### config.mk
export PLATFORM = sky130hd
export DESIGN_NAME = indexed_insert_list_with_readout_unit
export DESIGN_NICKNAME = d
export VERILOG_FILES = /design/src/ilr_pkg.sv /design/src/ilr_front.sv /design/src/ilr_queue.sv /design/src/ilr_back.sv /design/src/indexed_insert_list_with_readout_unit.sv
export SDC_FILE = /design/constraint.sdc
export NUM_CORES = 1
export LEC_CHECK = 0
export BUFFER_PORTS_ARGS = -buffer_cell sky130_fd_sc_hd__buf_2
export CAP_MARGIN = 20
export CELL_PAD_IN_SITES_DETAIL_PLACEMENT = 0
export CELL_PAD_IN_SITES_GLOBAL_PLACEMENT = 1
export CORE_ASPECT_RATIO = 0.9
export CORE_UTILIZATION = 55
export CTS_CLUSTER_SIZE = 40
export DETAILED_ROUTE_END_ITERATION = 8
export GPL_TIMING_DRIVEN = 0
export PLACE_DENSITY = 0.8
export SLEW_MARGIN = 10
export SYNTH_ARGS = -nofsm -noshare
export SYNTH_HDL_FRONTEND = slang
export SYNTH_SLANG_ARGS = --single-unit
### constraint.sdc
create_clock -name clk -period 4.1 [get_ports clk]
set_input_delay 0.205 -clock clk [delete_from_list [all_inputs] [get_ports clk]]
set_output_delay 0.205 -clock clk [all_outputs]
set_load 0.1 [all_outputs]
### src/ilr_pkg.sv
// Shared types and constants for the indexed insert list with readout.
// No dependencies; imported by every module of the block.
`default_nettype none

package ilr_pkg;

    localparam int CapacityDefault = 16;
    localparam int QueueDepth      = 2;
    localparam int PosW            = 8;
    localparam int ValW            = 32;
    localparam int StW             = 2;

    typedef enum logic [StW-1:0] {
        ST_ELEM    = 2'd0,
        ST_INVALID = 2'd1,
        ST_FULL    = 2'd2
    } status_t;

endpackage

`default_nettype wire

### src/ilr_front.sv
// Front end: accepts request beats, classifies them against a running count
// and pushes work items into the queue. Depends on ilr_pkg.
`default_nettype none

module ilr_front
    import ilr_pkg::*;
#(
    parameter int CAPACITY = CapacityDefault
) (
    input  wire logic                        clk,
    input  wire logic                        rst_n,
    input  wire logic                        req_valid,
    output logic                             req_stall,
    input  wire logic [PosW-1:0]             position,
    input  wire logic signed [ValW-1:0]      value,
    input  wire logic                        q_full,
    output logic                             q_push,
    output logic [StW+2*$clog2(CAPACITY)+ValW-1:0] q_data
);

    localparam int AddrW = $clog2(CAPACITY);
    localparam int CntW  = $clog2(CAPACITY + 1);

    logic [CntW-1:0] count_reg;
    logic [CntW-1:0] count_next;
    status_t         status;

    assign req_stall = q_full;
    assign q_push    = req_valid && !q_full;

    always_comb
    begin
        priority if (position > PosW'(count_reg))
        begin
            status = ST_INVALID;
        end
        else if (count_reg == CntW'(CAPACITY))
        begin
            status = ST_FULL;
        end
        else
        begin
            status = ST_ELEM;
        end
    end

    always_comb
    begin
        count_next = count_reg;
        if (q_push && status == ST_ELEM)
        begin
            count_next = count_reg + 1'b1;
        end
    end

    assign q_data = {status, position[AddrW-1:0], count_reg[AddrW-1:0], value};

    always_ff @(posedge clk or negedge rst_n)
    begin
        if (!rst_n)
        begin
            count_reg <= '0;
        end
        else
        begin
            count_reg <= count_next;
        end
    end

endmodule

`default_nettype wire

### src/ilr_queue.sv
// Short register FIFO between front and back ends.
// Depends on ilr_pkg for its default depth.
`default_nettype none

module ilr_queue
    import ilr_pkg::*;
#(
    parameter int Width = 8,
    parameter int Depth = QueueDepth
) (
    input  wire logic             clk,
    input  wire logic             rst_n,
    input  wire logic             push,
    input  wire logic [Width-1:0] wr_data,
    output logic                  full,
    input  wire logic             pop,
    output logic [Width-1:0]      rd_data,
    output logic                  empty
);

    localparam int PtrW  = $clog2(Depth);
    localparam int FillW = $clog2(Depth + 1);

    logic [Width-1:0] slot_reg [Depth];
    logic [PtrW-1:0]  wr_ptr_reg;
    logic [PtrW-1:0]  wr_ptr_next;
    logic [PtrW-1:0]  rd_ptr_reg;
    logic [PtrW-1:0]  rd_ptr_next;
    logic [FillW-1:0] fill_reg;
    logic [FillW-1:0] fill_next;

    assign full    = fill_reg == FillW'(Depth);
    assign empty   = fill_reg == '0;
    assign rd_data = slot_reg[rd_ptr_reg];

    always_comb
    begin
        wr_ptr_next = wr_ptr_reg;
        rd_ptr_next = rd_ptr_reg;
        fill_next   = fill_reg;
        if (push)
        begin
            wr_ptr_next = (wr_ptr_reg == PtrW'(Depth - 1)) ? '0 : wr_ptr_reg + 1'b1;
        end
        if (pop)
        begin
            rd_ptr_next = (rd_ptr_reg == PtrW'(Depth - 1)) ? '0 : rd_ptr_reg + 1'b1;
        end
        if (push && !pop)
        begin
            fill_next = fill_reg + 1'b1;
        end
        else if (pop && !push)
        begin
            fill_next = fill_reg - 1'b1;
        end
    end

    always_ff @(posedge clk or negedge rst_n)
    begin
        if (!rst_n)
        begin
            wr_ptr_reg <= '0;
            rd_ptr_reg <= '0;
            fill_reg   <= '0;
        end
        else
        begin
            wr_ptr_reg <= wr_ptr_next;
            rd_ptr_reg <= rd_ptr_next;
            fill_reg   <= fill_next;
        end
    end

    always_ff @(posedge clk)
    begin
        if (push)
        begin
            slot_reg[wr_ptr_reg] <= wr_data;
        end
    end

endmodule

`default_nettype wire

### src/ilr_back.sv
// Back end: holds the list memory, shifts and inserts, then streams the
// list forwards and backwards through a read stage and an output register;
// a status request answers with a single beat. Depends on ilr_pkg.
`default_nettype none

module ilr_back
    import ilr_pkg::*;
#(
    parameter int CAPACITY = CapacityDefault
) (
    input  wire logic                        clk,
    input  wire logic                        rst_n,
    input  wire logic                        q_empty,
    input  wire logic [StW+2*$clog2(CAPACITY)+ValW-1:0] q_data,
    output logic                             q_pop,
    output logic                             rsp_valid,
    input  wire logic                        rsp_stall,
    output logic [StW-1:0]                   status,
    output logic                             direction,
    output logic signed [ValW-1:0]           element,
    output logic                             last
);

    localparam int AddrW = $clog2(CAPACITY);

    typedef enum logic [3:0] {
        S_IDLE  = 4'b0001,
        S_SHIFT = 4'b0010,
        S_PUT   = 4'b0100,
        S_READ  = 4'b1000
    } back_state_t;

    status_t          q_status;
    logic [AddrW-1:0] q_pos;
    logic [AddrW-1:0] q_cnt;
    logic [ValW-1:0]  q_value;

    back_state_t      state_reg, state_next;
    logic [AddrW-1:0] pos_reg, pos_next;
    logic [AddrW-1:0] cnt_reg, cnt_next;
    logic [ValW-1:0]  val_reg, val_next;
    logic [AddrW-1:0] addr_reg, addr_next;
    logic             dir_reg, dir_next;
    logic             sh_pend_reg, sh_pend_next;
    logic [AddrW-1:0] sh_wa_reg, sh_wa_next;

    logic             r_vld_reg, r_vld_next;
    status_t          r_status_reg, r_status_next;
    logic             r_dir_reg, r_dir_next;
    logic             r_last_reg, r_last_next;
    logic [ValW-1:0]  rdata_reg;

    logic             out_valid_reg, out_valid_next;
    status_t          out_status_reg;
    logic             out_dir_reg;
    logic [ValW-1:0]  out_elem_reg;
    logic             out_last_reg;

    logic [ValW-1:0]  mem [CAPACITY];
    logic             mem_we;
    logic [AddrW-1:0] mem_wa;
    logic [ValW-1:0]  mem_wd;
    logic             rd_en;
    logic [AddrW-1:0] rd_addr;
    logic             adv_o;
    logic             r_free;

    assign q_status = status_t'(q_data[StW+2*AddrW+ValW-1 -: StW]);
    assign {q_pos, q_cnt, q_value} = q_data[2*AddrW+ValW-1:0];

    assign adv_o  = !out_valid_reg || !rsp_stall;
    assign r_free = !r_vld_reg || adv_o;

    always_comb
    begin
        state_next    = state_reg;
        pos_next      = pos_reg;
        cnt_next      = cnt_reg;
        val_next      = val_reg;
        addr_next     = addr_reg;
        dir_next      = dir_reg;
        sh_pend_next  = sh_pend_reg;
        sh_wa_next    = sh_wa_reg;
        r_vld_next    = r_vld_reg;
        r_status_next = r_status_reg;
        r_dir_next    = r_dir_reg;
        r_last_next   = r_last_reg;
        out_valid_next = out_valid_reg;
        q_pop         = 1'b0;
        mem_we        = 1'b0;
        mem_wa        = sh_wa_reg;
        mem_wd        = rdata_reg;
        rd_en         = 1'b0;
        rd_addr       = addr_reg;

        if (adv_o)
        begin
            out_valid_next = r_vld_reg;
            r_vld_next     = 1'b0;
        end

        unique case (state_reg)
            S_IDLE:
            begin
                if (!q_empty && !r_vld_reg)
                begin
                    q_pop = 1'b1;
                    if (q_status != ST_ELEM)
                    begin
                        r_vld_next    = 1'b1;
                        r_status_next = q_status;
                        r_dir_next    = 1'b0;
                        r_last_next   = 1'b1;
                    end
                    else
                    begin
                        pos_next     = q_pos;
                        cnt_next     = q_cnt;
                        val_next     = q_value;
                        sh_pend_next = 1'b0;
                        sh_wa_next   = q_cnt;
                        addr_next    = q_cnt - 1'b1;
                        state_next   = (q_cnt != q_pos) ? S_SHIFT : S_PUT;
                    end
                end
            end
            S_SHIFT:
            begin
                rd_en        = 1'b1;
                rd_addr      = addr_reg;
                sh_pend_next = 1'b1;
                sh_wa_next   = addr_reg + 1'b1;
                if (sh_pend_reg)
                begin
                    mem_we = 1'b1;
                end
                if (addr_reg == pos_reg)
                begin
                    state_next = S_PUT;
                end
                else
                begin
                    addr_next = addr_reg - 1'b1;
                end
            end
            S_PUT:
            begin
                mem_we = 1'b1;
                if (sh_pend_reg)
                begin
                    sh_pend_next = 1'b0;
                end
                else
                begin
                    mem_wa     = pos_reg;
                    mem_wd     = val_reg;
                    addr_next  = '0;
                    dir_next   = 1'b0;
                    state_next = S_READ;
                end
            end
            S_READ:
            begin
                if (r_free)
                begin
                    rd_en         = 1'b1;
                    r_vld_next    = 1'b1;
                    r_status_next = ST_ELEM;
                    r_dir_next    = dir_reg;
                    r_last_next   = dir_reg && (addr_reg == '0);
                    if (!dir_reg)
                    begin
                        if (addr_reg == cnt_reg)
                        begin
                            dir_next = 1'b1;
                        end
                        else
                        begin
                            addr_next = addr_reg + 1'b1;
                        end
                    end
                    else if (addr_reg == '0)
                    begin
                        state_next = S_IDLE;
                    end
                    else
                    begin
                        addr_next = addr_reg - 1'b1;
                    end
                end
            end
            default:
            begin
                state_next = S_IDLE;
            end
        endcase
    end

    always_ff @(posedge clk or negedge rst_n)
    begin
        if (!rst_n)
        begin
            state_reg     <= S_IDLE;
            sh_pend_reg   <= 1'b0;
            r_vld_reg     <= 1'b0;
            out_valid_reg <= 1'b0;
        end
        else
        begin
            state_reg     <= state_next;
            sh_pend_reg   <= sh_pend_next;
            r_vld_reg     <= r_vld_next;
            out_valid_reg <= out_valid_next;
        end
    end

    always_ff @(posedge clk)
    begin
        pos_reg      <= pos_next;
        cnt_reg      <= cnt_next;
        val_reg      <= val_next;
        addr_reg     <= addr_next;
        dir_reg      <= dir_next;
        sh_wa_reg    <= sh_wa_next;
        r_status_reg <= r_status_next;
        r_dir_reg    <= r_dir_next;
        r_last_reg   <= r_last_next;
        if (adv_o && r_vld_reg)
        begin
            out_status_reg <= r_status_reg;
            out_dir_reg    <= r_dir_reg;
            out_elem_reg   <= (r_status_reg == ST_ELEM) ? rdata_reg : '0;
            out_last_reg   <= r_last_reg;
        end
    end

    always_ff @(posedge clk)
    begin
        if (mem_we)
        begin
            mem[mem_wa] <= mem_wd;
        end
        if (rd_en)
        begin
            rdata_reg <= mem[rd_addr];
        end
    end

    assign rsp_valid = out_valid_reg;
    assign status    = out_status_reg;
    assign direction = out_dir_reg;
    assign element   = out_elem_reg;
    assign last      = out_last_reg;

endmodule

`default_nettype wire

### src/indexed_insert_list_with_readout_unit.sv
// Top level of the indexed insert list with readout: front end, work queue
// and back end. Depends on ilr_pkg, ilr_front, ilr_queue and ilr_back.
//
// Keeps an ordered list of up to CAPACITY signed words. Each request inserts
// its value at the given position and answers with the whole list head to
// tail, then tail to head, with last on the final beat; a position beyond the
// count or a full list answers with a single status beat. The back end works
// on one request at a time through a list memory with one read and one write
// port: an insert at position p into a list that then holds n entries leaves
// the queue, moves the entries from p upwards up one place, finishes the last
// move and places the value (an append goes straight to placing it), then
// sends 2n response beats at one per cycle while rsp_stall is low, and the
// back end returns to idle before the next request leaves the queue. A status
// request is answered from the idle state without touching the list memory.
// The front end classifies requests and queues two ahead, so request beats
// are taken while the back end is still streaming.
`default_nettype none

module indexed_insert_list_with_readout_unit
    import ilr_pkg::*;
#(
    parameter int CAPACITY = CapacityDefault
) (
    input  wire logic                   clk,
    input  wire logic                   rst_n,
    input  wire logic                   req_valid,
    output logic                        req_stall,
    input  wire logic [PosW-1:0]        position,
    input  wire logic signed [ValW-1:0] value,
    output logic                        rsp_valid,
    input  wire logic                   rsp_stall,
    output logic [StW-1:0]              status,
    output logic                        direction,
    output logic signed [ValW-1:0]      element,
    output logic                        last
);

    localparam int ItemW = StW + 2 * $clog2(CAPACITY) + ValW;

    logic             q_push;
    logic             q_full;
    logic             q_pop;
    logic             q_empty;
    logic [ItemW-1:0] q_wr_data;
    logic [ItemW-1:0] q_rd_data;

    ilr_front #(
        .CAPACITY (CAPACITY)
    ) u_front (
        .clk       (clk),
        .rst_n     (rst_n),
        .req_valid (req_valid),
        .req_stall (req_stall),
        .position  (position),
        .value     (value),
        .q_full    (q_full),
        .q_push    (q_push),
        .q_data    (q_wr_data)
    );

    ilr_queue #(
        .Width (ItemW),
        .Depth (QueueDepth)
    ) u_queue (
        .clk     (clk),
        .rst_n   (rst_n),
        .push    (q_push),
        .wr_data (q_wr_data),
        .full    (q_full),
        .pop     (q_pop),
        .rd_data (q_rd_data),
        .empty   (q_empty)
    );

    ilr_back #(
        .CAPACITY (CAPACITY)
    ) u_back (
        .clk       (clk),
        .rst_n     (rst_n),
        .q_empty   (q_empty),
        .q_data    (q_rd_data),
        .q_pop     (q_pop),
        .rsp_valid (rsp_valid),
        .rsp_stall (rsp_stall),
        .status    (status),
        .direction (direction),
        .element   (element),
        .last      (last)
    );

endmodule

`default_nettype wire
# Yosys cells after proc, flatten, opt, wreduce, memory -nomap -nowiden
# Memories as Yosys holds them, arrays and structs flattened. A register that Yosys moved wholly into a read port is not among the register bits.
# Cells that the tools add are included.
[classes]
n_addsub = 8
order_cmp = 1
eq_ne = 20
n_mux = 66
bitwise = 1
reduce_logical = 34
[ops]
columns = ["cell", "n"]
rows = [
  ["2-to-1 mux 4 bit", 19],
  ["2-to-1 mux 32 bit", 2],
  ["case mux 4 bit (4 select lines)", 2],
  ["2-to-1 mux 1 bit", 26],
  ["2-to-1 mux 2 bit", 7],
  ["!= test 2 x 1 -> 1 bit (second input constant)", 6],
  ["case mux 1 bit (2 select lines)", 6],
  ["AND reduction 3 bit", 4],
  ["nonzero test 2 bit", 5],
  ["== test 4 bit", 2],
  ["greater-than comparator 8 x 5 -> 1 bit", 1],
  ["case mux 4 bit (2 select lines)", 1],
  ["AND reduction 8 bit", 1],
  ["subtractor 4 x 1 -> 4 bit (second input constant)", 2],
  ["logical AND 1 bit", 7],
  ["logical NOT 1 bit", 7],
  ["AND reduction 7 bit", 1],
  ["logical NOT 2 bit", 3],
  ["!= test 2 bit (second input constant)", 3],
  ["adder 5 x 1 -> 5 bit (second input constant)", 1],
  ["== test 5 bit (second input constant)", 1],
  ["adder 4 x 1 -> 4 bit (second input constant)", 1],
  ["== test 4 x 1 -> 1 bit (second input constant)", 1],
  ["== test 4 x 2 -> 1 bit (second input constant)", 1],
  ["other kinds (18)", 20],
]
[word_totals]
regBits = 105
mem_bits_rw = 596
in_bits = 44
wordCells = 153
n_memories = 2
[mem_list]
columns = ["name", "words", "word_bits", "read_ports", "rd_clocked_by_memory_dff", "wr", "line", "source"]
rows = [
  ["u_back.mem", 16, 32, 1, 1, 1, "ilr_back.sv:59", "logic [ValW-1:0] mem [CAPACITY];"],
  ["u_queue.slot_reg", 2, 42, 1, 0, 1, "ilr_queue.sv:24", "logic [Width-1:0] slot_reg [Depth];"],
]

# Longest topological paths before layout
[depth]
depth_word = 8
mapped_depth = 10
mapped_depth_nobuf = 7

# Hierarchy
# From an unflattened synthesis, not the netlist that was laid out.
[unflattened]
cells_unflattened = 1303
area_unflattened_um2 = 28831.4
[by_module_without_submodules]
columns = ["module", "instances", "cells_each", "area_each_um2", "seq_area_each_um2"]
rows = [
  ["ilr_back", 1, 1074, 24691.2, 19184.6],
  ["ilr_queue", 1, 147, 3419.5, 2622.5],
  ["ilr_front", 1, 82, 720.7, 125.1],
]

# Least setup slack after synthesis
# OpenSTA, ideal clock, no wires.
[synth_timing]
kind = "reg2reg"
from = "reg u_back.out_valid_reg, in the netlist u_back.rsp_valid"
to = "reg u_back.out_dir_reg, in the netlist u_back.direction (enable)"
setup_ps = 484
t_arrival_ps = 3568
t_required_ps = 3616
slack_ps = 48
stages_incl_launch_ff = 2
n_path_buf = 0
cell_sequence = "dfrtp_1 -> a21boi_0"
[synth_via]
elab_chain_len = 3
[synth_rtl]
columns = ["element", "line", "source"]
rows = [
  ["start, declared", "ilr_back.sv:53", "logic out_valid_reg, out_valid_next;"],
  ["start signal, assigned", "ilr_back.sv:213", "out_valid_reg <= out_valid_next;"],
  ["logical NOT 1 bit", "ilr_back.sv:71", "assign adv_o = !out_valid_reg || !rsp_stall;"],
  ["logical OR 1 bit", "ilr_back.sv:71", ""],
  ["logical AND 1 bit", "ilr_back.sv:228", "if (adv_o && r_vld_reg)"],
  ["end signal, assigned", "ilr_back.sv:231", "out_dir_reg <= r_dir_reg;"],
  ["end, declared", "ilr_back.sv:55", "logic out_dir_reg;"],
]
# No other way between the ends.
# A chain may end at the register's enable or synchronous reset.

# Worst setup path after layout
[layout_timing]
from = "reg u_back.addr_reg[1]"
to = "reg u_back.addr_reg[3] (enable)"
[layout_via]
elab_chain_len = 3
elab_cells_between_ends = 7
classes_between = "5 x eq/ne; 2 x reduce/logical"
[layout_rtl]
columns = ["element", "line", "source"]
rows = [
  ["start, declared", "ilr_back.sv:42", "logic [AddrW-1:0] addr_reg, addr_next;"],
  ["start signal, assigned", "ilr_back.sv:222", "addr_reg <= addr_next;"],
  ["== test 4 bit, or another cell as far along", "ilr_back.sv:173", "if (addr_reg == cnt_reg)"],
  ["!= test 3 x 2 -> 1 bit (no line), or another cell as far along", "--", ""],
  ["AND reduction 8 bit (no line) *", "--", ""],
]
# Every way passes the cells marked *; elsewhere a longest branch is shown, timed or not.

==> results.md <==
- Final hold viol count: 0
- #FFs+latches synth: 733
- Main combinational cell family by area after synthesis: multiplexers
- Tot Pwr: between 0.02 and 0.025 W
- Mux cell area share after synthesis: between 15 and 20%
- Final number of max-transition violations: 0
- Hpwl dp: 37400 um
- Tmin final: between 3 and 4 ns
- Port Buf Inserts: between 80 and 90
- CTS sink count: 733
- Gpl congestion: roughly 0.82
- Row count: 78
- Sequential power share: a little over two fifths
- Post-synth net total: 1337
- Antenna violations before repair: 0
- Clock buffer depth: 3
- Dominant synthesized flop cell: edfxtp_1
- # Max-Cap Violations: 0
- Grt met1 use: 36.6%
- Clk root buf: clkbuf_16
- Avg Inst Size Synth: 22.1 um^2
- Pwr dens: 708 nW/um^2
- Synth Area in Simple Gates: 2.85%
- Top cell family by delay on the critical path: buffers and inverters
- Number of flip-flops in the largest register: just over 500
- Adder-Cell Fraction of Synth Area: 0.530%
- Drt drc: 0
- Critical path's slowest cell: clkbuf_1
- Cell-internal power: 0.0160 W
- CTS H-tree lvls: 3
- Setup crit end kind: flip-flop
- Static Leak: around 11 nW
- Area grow syn2layout: 16.1%
- Worst Tran Pin Value: 1.03 ns
- Pin count of the biggest net entering global routing: between 40 and 50
- Final nets: 1554
- Vias per cell: 6.14
- Final period utilization: 79.5%
- Routed WL: 61700 um
- Setup ws final: 0.840 ns
- Die width: about 240 um
- Synth top cells by count: edfxtp_1, mux4_2, mux2_2, nor2_1, and2_1
- Vias in the first global route: around 14000
- Comb power frac: 30.2%
- First-pass GRT wire length: just over 90000 um
- XOR/XNOR Fraction of Synth Area: 0.927%
- Drt wl/cell: 27.6 um
- Worst VDD drop: 0.000500 V
- Sequential-to-total area share from yosys stat: ~77%
- Critical Path, Cell by Cell: buf_2 > buf_2 > clkbuf_1 > inv_1 > ha_1 > nor4bb_1 > nor3b_1 > o31ai_1 > o21ai_0 > and4_1
- Number of distinct library cells after synthesis: 58
- Met2 usage: between 30% and 40%
- Placed cells: about 2100
- Sw Share: 31.4%
- GRT Util Overall: ~25%
- Required time of the critical path: roughly 4.4 ns
- Mapped cell area: 28300 um^2
- TritonCTS clock tree: yes
- Most used cell, CP: buf_2
- Pre-CTS setup slack: 0.872 ns
- Crit path DAT: 3.54 ns
- Clock skew: around 0.017 ns
- Status: complete, no violations
- Max Fclk: 0.307 GHz
- GRT Max-Usage Layer: met2
- Post-Syn Instances: between 1000 and 1500
- Met3 GRT Util: 4.91%
- Rel. slew slack: 31.2%
- Reg2Reg Depth: 10
- Number of diodes: 0
- Via Count: 13700
- FFs w/ async S/R, synth: 2.18%
- DR pass1 iterations: 8
- Die area: around 52000 um^2
- WP buf/inv: 4
- Post-route insts no fill: 2234
- Core area: between 50000 and 60000 um^2
- Clk pwr share: 27.4%
- Initial Util: 55.9%
- Crit start category: flip-flop
- Most numerous cell in the Yosys netlist: edfxtp_1
- R2r endpoint: u_back.addr_reg[3]
- HP Class: input pin to async pin
- Num CTS Buffers: 73
- Setup crit start: u_back.addr_reg[1]
- First DRT Iteration DRCs: 1521
- Post-synth top area share: 76.0%
- Max incr delay on CP: 0.56 ns
- IO Pins: 82
- Die Ht: 217 um
- Synth area leaders: edfxtp_1, mux4_2, mux2_2
- Share of cells above drive strength 1: a little under a third
- Post-synthesis compound-gate area fraction: about 1.2%
- Synth area leader: edfxtp_1
- Final instance area: ~33000 um^2
- R2R Setup Slk: 0.84 ns
- Switching pwr: between 0.007 and 0.008 W
- Worst-path clk slew: about 0.070 ns
- Placed cell areas: 30300 um^2
- Final setup viols: 0
- Filler Cells Inserted: 3237
- GRT overflow: 0
- RSZ-0062 raised after global routing: no
- Setup CP Type: flip-flop to flip-flop
- Number of synthesized flops with an enable pin: 717
- Worst-path fanout max: 10
- Fin Setup TNS: 0 ns
- Reg2reg start: u_back.addr_reg[1]
- Yosys warnings: 0
- Skew-Pair Late Insertion Delay: ~0.61 ns
- Remaining antenna violation count: 0
-- power groups by stage --
stage          registers, W  clock network (W)  logic (W)
2_1_floorplan        0.0108                  0    0.00425
3_3_place_gp         0.0101                  0    0.00667
3_5_place_dp         0.0101                  0    0.00703
4_1_cts             0.00991            0.00645    0.00710
5_1_grt             0.00997            0.00674    0.00750
6_report            0.00990            0.00638    0.00703
-- kinds of logic after synthesis --
family          Yosys count
compound gates           52
mux                     238
xor+xnor                 30
flops                   733
simple gates            141
fa+ha+maj                12
buf+inv                  75
-- how the worst max path moves through the flow --
stage,to,slack (ns),cells past startpoint
2_1_floorplan,u_back.direction,0.05,1
3_3_place_gp,u_back.element[17],-2.28,1
3_5_place_dp,u_back.mem[6][17],0.87,7
4_1_cts,u_back.addr_reg[3],0.81,10
5_1_grt,u_back.addr_reg[3],0.58,10
6_report,u_back.addr_reg[3],0.84,10
-- per-layer routing --
metal	wire [um]	share of wire, %	vias up
met2	29600	48	627
met1	26100	42	7229
met5	0	0	-
li1	-	-	5757
met4	1290	2.1	0
met3	4700	7.6	100
-- cell type report --
class	instances	area (um^2)	share of cell area, %
repair buffers	142	1310	3.97
well taps	680	851	2.59
multi-input cells	473	6180	18.8
inverters	14	52.6	0.160
flip-flops and latches	733	21900	66.6
plain buffers	61	319	0.970
clock buffers	98	1960	5.97
clock inverters	33	300	0.913
-- cells in the final DEF, fill, tap and decap left out, types with 5 or more instances in the layout --
cell type and n:
nor2_4 17, nor3_1 8, nand2_1 11, edfxtp_1 717, mux4_2 160, mux2_2 71, a31oi_1 5, nor3b_1 5
a21oi_1 11, xnor2_1 18, o21ai_0 6, ha_1 12, clkinv_1 16, buf_16 8, nor2_1 22, clkbuf_1 53
nand4_1 7, inv_1 14, clkbuf_16 75, nand2b_1 8, dlygate4sd3_1 38, xor2_1 12, buf_12 15, buf_2 105
dfrtp_1 15, nand3_1 6, o21ai_1 5, and2_1 33, mux2i_1 7, clkinv_2 5
-- repair_timing --
action,4_1_cts,5_1_grt
setup buffers,0,0
gates resized for setup,0,0
endpoints found under the hold margin,91,0
hold buffers,38,0
-- stage by stage --
step	utilization (%)	hold slack [ns]
finish	65.0	0.0639
global route	65.0	0.0926
CTS	65.0	0.0388
detailed placement	59.8	0.151
global placement	58.4	0.147
floorplan	-	-0.0906
Note: power is estimated with default switching activity, not from simulation.
